`config.mk`:
```
export PLATFORM = sky130hd
export DESIGN_NAME = two_level_local_branch_predictor
export DESIGN_NICKNAME = d
export VERILOG_FILES = /design/src/hw/rtl/tllbp_pkg.sv /design/src/hw/rtl/two_level_local_branch_predictor.sv /design/src/hw/rtl/tllbp_ram.sv /design/src/hw/rtl/tllbp_update.sv
export VERILOG_INCLUDE_DIRS = /design/src /design/src/hw/rtl
export SDC_FILE = /design/constraint.sdc
export NUM_CORES = 1
export LEC_CHECK = 0
export ABC_AREA = 1
export BUFFER_PORTS_ARGS = -buffer_cell sky130_fd_sc_hd__buf_2
export CORE_MARGIN = 2
export CORE_UTILIZATION = 55
export CTS_CLUSTER_DIAMETER = 40
export DETAILED_ROUTE_END_ITERATION = 10
export PLACE_DENSITY_LB_ADDON = 0.12
export SLEW_MARGIN = 10
export SYNTH_ARGS = -nofsm -noshare
export SYNTH_HDL_FRONTEND = slang
export SYNTH_SLANG_ARGS = --single-unit
```
`constraint.sdc`:
```
create_clock -name clk_i -period 7.45 [get_ports clk_i]
set_input_delay 0.745 -clock clk_i [delete_from_list [all_inputs] [get_ports clk_i]]
set_output_delay 0.745 -clock clk_i [all_outputs]
set_load 0.005 [all_outputs]
```
`src/hw/rtl/two_level_local_branch_predictor_defines.svh`:
```
// ----------------------------------------------------------------------------
// Two-level local branch predictor: assertion macros
// Concurrent assertion helpers; empty when SYNTH is defined.
// ----------------------------------------------------------------------------
`ifndef TWO_LEVEL_LOCAL_BRANCH_PREDICTOR_DEFINES_SVH
`define TWO_LEVEL_LOCAL_BRANCH_PREDICTOR_DEFINES_SVH

`ifndef SYNTH
// assertion on an explicit clock and active-low reset
`define TLLBP_ASSERT_CLK(name, clk, rst_n, prop) \
  name: assert property (@(posedge clk) disable iff (!rst_n) prop) \
    else $error("tllbp assertion failed");
// assertion on the block's own clock and reset
`define TLLBP_ASSERT(name, prop) `TLLBP_ASSERT_CLK(name, clk_i, rst_ni, prop)
`else
`define TLLBP_ASSERT_CLK(name, clk, rst_n, prop)
`define TLLBP_ASSERT(name, prop)
`endif

`endif

```
`src/hw/rtl/tllbp_pkg.sv`:
```
// ----------------------------------------------------------------------------
// Two-level local branch predictor: package
// Beat types and fixed field widths shared by the predictor modules.
// ----------------------------------------------------------------------------
package tllbp_pkg;

  localparam int IDX_W       = 16;
  localparam int MISS_W      = 16;
  localparam int ENTRY_OUT_W = 4;
  localparam int CTR_W       = 2;
  localparam int CFG_W       = 3;

  localparam logic [CFG_W-1:0] CFG_RESET = 3'd1;
  localparam logic [CTR_W-1:0] CTR_MAX   = 2'd3;
  localparam logic [CTR_W-1:0] CTR_MIN   = 2'd0;

  // input beat
  typedef struct packed {
    logic [IDX_W-1:0] inst_index;
    logic             taken;
  } in_beat_t;

  // result beat
  typedef struct packed {
    logic                   predicted_taken;
    logic                   correct;
    logic [ENTRY_OUT_W-1:0] entry_used;
    logic [MISS_W-1:0]      mispredict_count;
  } out_beat_t;

endpackage

```
`src/hw/rtl/two_level_local_branch_predictor.sv`:
```
// ----------------------------------------------------------------------------
// Two-level local branch predictor: top level
// Per-entry local history selects a 2-bit counter; reports and updates.
// ----------------------------------------------------------------------------
// Usage:
//   in channel  (in_valid_i / in_ready_o / in_data_i): one beat per executed
//     instruction, its sequence index and actual outcome.
//   out channel (out_valid_o / out_ready_i / out_data_o): one beat per input
//     beat, in order: prediction, correct flag, entry used, miss count.
//   cfg channel (cfg_valid_i / cfg_ready_o / cfg_data_i): log2 of entries in
//     use; always ready, write only while no beat is in flight.
// Path: an accepted beat passes the read stage, then the result register
//   driving out_data_o. Throughput: one beat per cycle unless out_ready_i
//   stalls; the row is read at accept and written back as the beat leaves
//   the read stage, a one-row bypass covering back-to-back same-entry beats.
// Reset: entry count log2 returns to 1; every entry reads as all zero
//   (history, counters, miss count) until first written, tracked by one
//   valid flop per entry.
// Stall: with out_ready_i low the result register holds; one more beat can
//   sit in the read stage, after which in_ready_o drops.
// ----------------------------------------------------------------------------
`include "two_level_local_branch_predictor_defines.svh"

module two_level_local_branch_predictor #(
  parameter int MAX_ENTRIES  = 16,
  parameter int HISTORY_BITS = 3
) (
  input  logic                          clk_i,
  input  logic                          rst_ni,
  input  logic                          cfg_valid_i,
  output logic                          cfg_ready_o,
  input  logic [tllbp_pkg::CFG_W-1:0]   cfg_data_i,
  input  logic                          in_valid_i,
  output logic                          in_ready_o,
  input  tllbp_pkg::in_beat_t           in_data_i,
  output logic                          out_valid_o,
  input  logic                          out_ready_i,
  output tllbp_pkg::out_beat_t          out_data_o
);

  localparam int EntryW  = $clog2(MAX_ENTRIES);
  localparam int CtrsW   = tllbp_pkg::CTR_W << HISTORY_BITS;
  localparam int RowW    = tllbp_pkg::MISS_W + CtrsW + HISTORY_BITS;
  localparam int MaxLog2 = $clog2(MAX_ENTRIES + 1) - 1;
  localparam int LgCap   = (MaxLog2 > 7) ? 7 : MaxLog2;

  logic [tllbp_pkg::CFG_W-1:0] cfg_q;
  logic [tllbp_pkg::CFG_W-1:0] lg;
  logic [EntryW-1:0]           mask;
  logic [EntryW-1:0]           rd_entry;
  logic                        in_acc;
  logic                        s1_advance;
  logic                        we;
  logic                        s1_valid_q;
  logic [EntryW-1:0]           s1_entry_q;
  logic                        s1_taken_q;
  logic                        s1_hit_q;
  logic                        s1_rvalid_q;
  logic [RowW-1:0]             rdata;
  logic [RowW-1:0]             row;
  logic [RowW-1:0]             row_n;
  logic [RowW-1:0]             byp_row_q;
  logic [MAX_ENTRIES-1:0]      valid_q;
  logic                        out_valid_q;
  tllbp_pkg::out_beat_t        res;
  tllbp_pkg::out_beat_t        out_beat_q;

  // configuration register, always ready
  assign cfg_ready_o = 1'b1;

  // effective log2 entry count: zero acts as one, clamp to what fits
  always_comb begin
    lg = cfg_q;
    if (lg == '0) lg = tllbp_pkg::CFG_W'(1);
    if (int'(lg) > LgCap) lg = tllbp_pkg::CFG_W'(LgCap);
  end

  // entry select: index modulo the entry count
  always_comb begin
    for (int i = 0; i < EntryW; i++) begin
      mask[i] = (i < int'(lg));
    end
  end
  assign rd_entry = in_data_i.inst_index[EntryW-1:0] & mask;

  // handshake between read stage and result register
  assign s1_advance = !out_valid_q || out_ready_i;
  assign in_ready_o = !s1_valid_q || s1_advance;
  assign in_acc     = in_valid_i && in_ready_o;
  assign we         = s1_valid_q && s1_advance;

  // entry rows: history, counters and miss count of one entry
  tllbp_ram #(
    .WIDTH (RowW),
    .DEPTH (MAX_ENTRIES)
  ) u_row_ram (
    .clk_i   (clk_i),
    .we_i    (we),
    .waddr_i (s1_entry_q),
    .wdata_i (row_n),
    .re_i    (in_acc),
    .raddr_i (rd_entry),
    .rdata_o (rdata)
  );

  // row seen by the read stage: bypass, memory, or reset value
  assign row = s1_hit_q ? byp_row_q : (s1_rvalid_q ? rdata : '0);

  tllbp_update #(
    .HISTORY_BITS (HISTORY_BITS),
    .ENTRY_W      (EntryW)
  ) u_update (
    .row_i   (row),
    .entry_i (s1_entry_q),
    .taken_i (s1_taken_q),
    .row_o   (row_n),
    .res_o   (res)
  );

  // control state
  always_ff @(posedge clk_i or negedge rst_ni) begin
    if (!rst_ni) begin
      cfg_q       <= tllbp_pkg::CFG_RESET;
      s1_valid_q  <= 1'b0;
      out_valid_q <= 1'b0;
      valid_q     <= '0;
    end else begin
      if (cfg_valid_i && cfg_ready_o) cfg_q <= cfg_data_i;
      if (in_ready_o) s1_valid_q <= in_valid_i;
      if (s1_advance) out_valid_q <= s1_valid_q;
      if (we) valid_q[s1_entry_q] <= 1'b1;
    end
  end

  // read stage and result payload
  always_ff @(posedge clk_i) begin
    if (in_acc) begin
      s1_entry_q  <= rd_entry;
      s1_taken_q  <= in_data_i.taken;
      s1_hit_q    <= we && (s1_entry_q == rd_entry);
      s1_rvalid_q <= valid_q[rd_entry];
    end
    if (we) begin
      byp_row_q  <= row_n;
      out_beat_q <= res;
    end
  end

  assign out_valid_o = out_valid_q;
  assign out_data_o  = out_beat_q;

  // checks
  `TLLBP_ASSERT(a_accept_fills_stage, in_valid_i && in_ready_o |=> s1_valid_q)
  `TLLBP_ASSERT(a_backpressure_cause, !in_ready_o |-> s1_valid_q && out_valid_q && !out_ready_i)
  `TLLBP_ASSERT(a_bypass_entry_valid, s1_valid_q && s1_hit_q |-> valid_q[s1_entry_q])
  `TLLBP_ASSERT(a_lg_in_range, lg != '0 && int'(lg) <= LgCap)

endmodule

```
`src/hw/rtl/tllbp_ram.sv`:
```
// ----------------------------------------------------------------------------
// Two-level local branch predictor: generic RAM
// One write port, one read port, registered read data (read-first).
// ----------------------------------------------------------------------------
module tllbp_ram #(
  parameter int WIDTH = 8,
  parameter int DEPTH = 16
) (
  input  logic                     clk_i,
  input  logic                     we_i,
  input  logic [$clog2(DEPTH)-1:0] waddr_i,
  input  logic [WIDTH-1:0]         wdata_i,
  input  logic                     re_i,
  input  logic [$clog2(DEPTH)-1:0] raddr_i,
  output logic [WIDTH-1:0]         rdata_o
);

  logic [WIDTH-1:0] mem_q [DEPTH];
  logic [WIDTH-1:0] rdata_q;

  // write port
  always_ff @(posedge clk_i) begin
    if (we_i) begin
      mem_q[waddr_i] <= wdata_i;
    end
  end

  // registered read port
  always_ff @(posedge clk_i) begin
    if (re_i) begin
      rdata_q <= mem_q[raddr_i];
    end
  end

  assign rdata_o = rdata_q;

endmodule

```
`src/hw/rtl/tllbp_update.sv`:
```
// ----------------------------------------------------------------------------
// Two-level local branch predictor: entry update
// Predicts from one entry row and builds the updated row and the result.
// Row layout, msb first: miss count, pattern counters, local history.
// ----------------------------------------------------------------------------
module tllbp_update #(
  parameter int HISTORY_BITS = 3,
  parameter int ENTRY_W      = 4
) (
  input  logic [tllbp_pkg::MISS_W + (tllbp_pkg::CTR_W << HISTORY_BITS)
                + HISTORY_BITS - 1:0] row_i,
  input  logic [ENTRY_W-1:0]           entry_i,
  input  logic                         taken_i,
  output logic [tllbp_pkg::MISS_W + (tllbp_pkg::CTR_W << HISTORY_BITS)
                + HISTORY_BITS - 1:0] row_o,
  output tllbp_pkg::out_beat_t         res_o
);

  localparam int NumCtrs = 1 << HISTORY_BITS;
  localparam int CtrsW   = tllbp_pkg::CTR_W * NumCtrs;
  localparam int ExtW    = (ENTRY_W > tllbp_pkg::ENTRY_OUT_W) ? ENTRY_W
                                                              : tllbp_pkg::ENTRY_OUT_W;

  logic [HISTORY_BITS-1:0]      hist;
  logic [HISTORY_BITS-1:0]      hist_n;
  logic [CtrsW-1:0]             ctrs;
  logic [CtrsW-1:0]             ctrs_n;
  logic [tllbp_pkg::CTR_W-1:0]  ctr;
  logic [tllbp_pkg::CTR_W-1:0]  ctr_n;
  logic [tllbp_pkg::MISS_W-1:0] miss;
  logic [tllbp_pkg::MISS_W-1:0] miss_n;
  logic                         pred;
  logic                         ok;
  logic [ExtW-1:0]              entry_ext;

  // unpack the row
  assign hist = row_i[HISTORY_BITS-1:0];
  assign ctrs = row_i[HISTORY_BITS +: CtrsW];
  assign miss = row_i[HISTORY_BITS + CtrsW +: tllbp_pkg::MISS_W];

  // prediction from the counter the history selects
  assign ctr  = ctrs[hist * tllbp_pkg::CTR_W +: tllbp_pkg::CTR_W];
  assign pred = ctr[tllbp_pkg::CTR_W-1];
  assign ok   = (pred == taken_i);

  // saturating miss count
  assign miss_n = (!ok && (miss != '1)) ? miss + tllbp_pkg::MISS_W'(1) : miss;

  // saturating counter step toward the outcome
  always_comb begin
    ctr_n = ctr;
    if (taken_i) begin
      if (ctr != tllbp_pkg::CTR_MAX) ctr_n = ctr + tllbp_pkg::CTR_W'(1);
    end else begin
      if (ctr != tllbp_pkg::CTR_MIN) ctr_n = ctr - tllbp_pkg::CTR_W'(1);
    end
  end

  // write the stepped counter back into its slot
  always_comb begin
    ctrs_n = ctrs;
    for (int i = 0; i < NumCtrs; i++) begin
      if (HISTORY_BITS'(i) == hist) begin
        ctrs_n[i * tllbp_pkg::CTR_W +: tllbp_pkg::CTR_W] = ctr_n;
      end
    end
  end

  // history shift: oldest bit drops, outcome enters at the bottom
  if (HISTORY_BITS > 1) begin : g_hist_shift
    assign hist_n = {hist[HISTORY_BITS-2:0], taken_i};
  end else begin : g_hist_one
    assign hist_n = taken_i;
  end

  assign row_o = {miss_n, ctrs_n, hist_n};

  // result beat
  assign entry_ext                = ExtW'(entry_i);
  assign res_o.predicted_taken    = pred;
  assign res_o.correct            = ok;
  assign res_o.entry_used         = entry_ext[tllbp_pkg::ENTRY_OUT_W-1:0];
  assign res_o.mispredict_count   = miss_n;

endmodule

```
==> impl_metrics.tcl <==
set metrics [dict create \
    status "completed" \
    worst-path-buf-inv 2 \
    port_buffers 36 \
    clk_latency_ns 0.64 \
    avgSynthCellArea_um2 11.8 \
    syn_to_final_growth_pct 13.4 \
    grt_pass1_wl_um 103000 \
    setup_viol 0 \
    dr_total_vias 18000 \
    synth_edf_count 643 \
    r2r_cells 12 \
    initial_utilization_pct 55.6 \
    synth_cells 2360 \
    cp-startpoint "s1_hit_q$_DFFE_PP_" \
    cp.depth 12 \
    critical-path-top-delay-family "simple AND/OR/NAND/NOR gates" \
    tns_ns 0 \
    rr_endpoint "u_row_ram.mem_q[2][31]$_DFFE_PP_" \
    clock_sinks 664 \
    required_ns 7.80 \
    routabilityCongestion 0.859 \
    routed_wl_um 67900 \
    post-cts-setup-buffers 0 \
    path_class "reg2reg" \
    cp-start-kind "register" \
    cpMostUsedCell "nand2_1" \
    layout-drive-gt1-share_pct 11.7 \
    hold_path.class "in2async" \
    relSlewSlack_pct 19.2 \
    antenna_found_initial 0 \
    r2r-start "s1_hit_q$_DFFE_PP_" \
    power.density_mw_per_mm2 313 \
    clock_path_buffers 3 \
    drt_iter0_markers 2024 \
    fp-row-count 82 \
    grt_pass1_vias 17500 \
    grt_usage_pct 26.1 \
    ys.flop_type "edfxtp_1" \
    synth-seq-cells 664 \
    rsz0062_at_grt "no" \
    fmax_ghz 0.235 \
    cp_slowest_cell "nand2_1" \
    htreeDepth 3 \
    ant_nets 0 \
    cts_resized 0 \
    clk_pin_slew_worst_paths_ns 0.05 \
    synth_cell_types 39 \
    hpwlAfterDp_um 32200 \
    io_pins 50 \
    avgRoutedWirePerCell_um 21.8 \
    syn_area_mm2 0.0278 \
    numCtsBuffers 90 \
    ys_seq_area_share_pct 71.2 \
    dr.pass1.iters 6 \
    fp.dieW_um 229 \
    hold_viol_final 0 \
    cts_tree "built" \
    synth_nets 2386 \
    period_needed_ns 4.26 \
    n_antenna_cell 0 \
    slowest_delay_ns 0.70 \
    remaining_drc_errors 0 \
    crit_arrival_ns 4.61 \
    endpoint_kind "register" \
    fin_skew_ns 0.0222 \
    die_height_um 229 \
    dp_cells 2948 \
    final_cells 3113 \
    grt.overflow.total 0 \
    nNetsFinal 2394 \
    cts_hold_buf 0 \
    grt_max_degree 219 \
    drv_cap 0 \
    dieArea_mm2 0.0524 \
    yosys_warnings 0 \
    crit_path_end "u_row_ram.mem_q[2][31]$_DFFE_PP_" \
    routed_via_density 5.79 \
    tightest_slew_ns 1.21 \
    crit_chain "buf_4 -> inv_2 -> nand3_1 -> nand2_1 -> nand2_1 -> nand2_1 -> nand2_1 -> nand3_2 -> nand3_2 -> nand3_4 -> nand2_1 -> nand2_1" \
    slew_violations 0 \
    cp_max_fo 39 \
    period_share_pct 57.2 \
    ys_async_sr_fraction_pct 3.16 \
    core-area_mm2 0.0501 \
    ir_worst_vdd_v 0.000212 \
    p_leak_nw 11.6 \
    reg2reg_slack_ns 3.19 \
    num-fill-cells 3899 \
    cts-root-buf "clkbuf_16" \
]
[worst reg2reg max path, cell delays in order, from the launching register on]
cell and delay, ns:
edfxtp_1 0.36, buf_4 0.31, inv_2 0.56, nand3_1 0.14
nand2_1 0.70, nand2_1 0.12, nand2_1 0.10, nand2_1 0.06
nand3_2 0.09, nand3_2 0.48, nand3_4 0.45, nand2_1 0.09
nand2_1 0.49
[sequential cells by signal, indices dropped and copies added, names as in the netlist]
register,cells
byp_row_q,35
cfg_q,3
out_data_o,6
out_valid_o,1
s1_entry_q,4
s1_hit_q,1
s1_rvalid_q,1
s1_taken_q,1
s1_valid_q,1
u_row_ram.mem_q,560
u_row_ram.rdata_o,35
valid_q,16
[how the worst min path moves through the flow]
stage | end | slack (ns) | depth (start not counted)
after floorplan | valid_q[0]$_DFFE_PN0P_ | 0.42 | 2
after global placement | valid_q[8]$_DFFE_PN0P_ | 0.44 | 2
after detailed placement | valid_q[4]$_DFFE_PN0P_ | 0.45 | 2
after CTS | valid_q[9]$_DFFE_PN0P_ | 0.05 | 1
after global routing | valid_q[11]$_DFFE_PN0P_ | 0.08 | 1
final | valid_q[11]$_DFFE_PN0P_ | 0.06 | 1
[synth_stat cells (all sizes together), types with 2 or more instances]
master	count	share of area, %
nand2	306	4.3
nor3	3	0.11
o22ai	2	0.045
buf	90	1.9
a22oi	2	0.072
clkbuf	59	0.80
nor2	597	8.2
mux2i	12	0.43
inv	64	0.86
nand4	18	0.40
edfxtp	643	69
nand3	134	2.5
or2	8	0.18
a31oi	35	0.79
o21bai	128	3.5
o21ai	169	3.0
dfrtp	20	1.8
a21oi	36	0.65
mux2	15	0.61
a211oi	4	0.11
xor2	9	0.28
[power by group]
part	leakage, nW	switching, mW	internal [mW]
sequential	6.12	0.0606	4.51
combinational	4.01	0.804	0.244
clock	1.45	1.67	2.60
total	11.6	2.53	7.35
[per-layer routing]
layer | up-vias | track usage, % | part of all wire (%)
li1 | 8285 | - | -
met1 | 8896 | 37.1 | 43
met2 | 730 | 41.1 | 46
met3 | 116 | 4.28 | 8.4
met4 | 0 | 9.31 | 2.5
met5 | - | 0 | 0
[cell type report]
cell class	count	area (um^2)	share of cell area, %
flip-flops and latches	664	19800	62.8
inverters	65	251	0.797
multi-input cells	1482	7170	22.7
clock buffers	99	2290	7.24
clock inverters	66	747	2.37
well taps	672	841	2.66
repair buffers	65	432	1.37
[per-stage QoR]
step	total power [mW]	setup WS [ns]	utilization, %	area (um^2)	hold slack, ns
2_1_floorplan	5.34	1.84	-	27800	0.424
3_3_place_gp	5.65	3.37	57.0	28500	0.441
3_5_place_dp	5.68	3.27	57.0	28500	0.448
4_1_cts	9.95	3.23	63.0	31600	0.0455
5_1_grt	10.2	2.85	63.0	31600	0.0839
6_report	9.89	3.19	63.0	31600	0.0617
[cells by family after synthesis]
logic type	Yosys count	synth area share, %
compound gates	376	8.15
xor+xnor	10	0.315
fa+ha+maj	1	0.0449
buf+inv	214	3.53
flops	664	71.2
mux	27	1.04
other cells	1	0.0135
simple gates	1067	15.7
[cell usage in the layout, fill, tap and decap left out, types with 8 or more instances in the layout]
cell type	netlist	routed
inv_6	0	13
clkbuf_16	0	90
dfrtp_1	20	20
a21oi_1	36	35
nand3_1	129	129
buf_4	23	27
or2_2	8	8
inv_1	55	54
clkinvlp_4	0	11
clkinv_2	0	11
mux2_2	15	15
nor2_4	4	20
bufinv_16	0	10
edfxtp_1	643	643
o21ai_1	10	10
mux2i_1	12	12
o21bai_1	128	128
nand4_1	18	18
nand2_2	8	8
clkbuf_1	59	9
clkinv_1	1	12
xor2_1	9	9
nor2_1	592	576
nand2_1	296	295
o21ai_0	159	159
inv_2	9	9
buf_2	51	35
a31oi_1	35	35
Power figures use the tool's default switching activity.
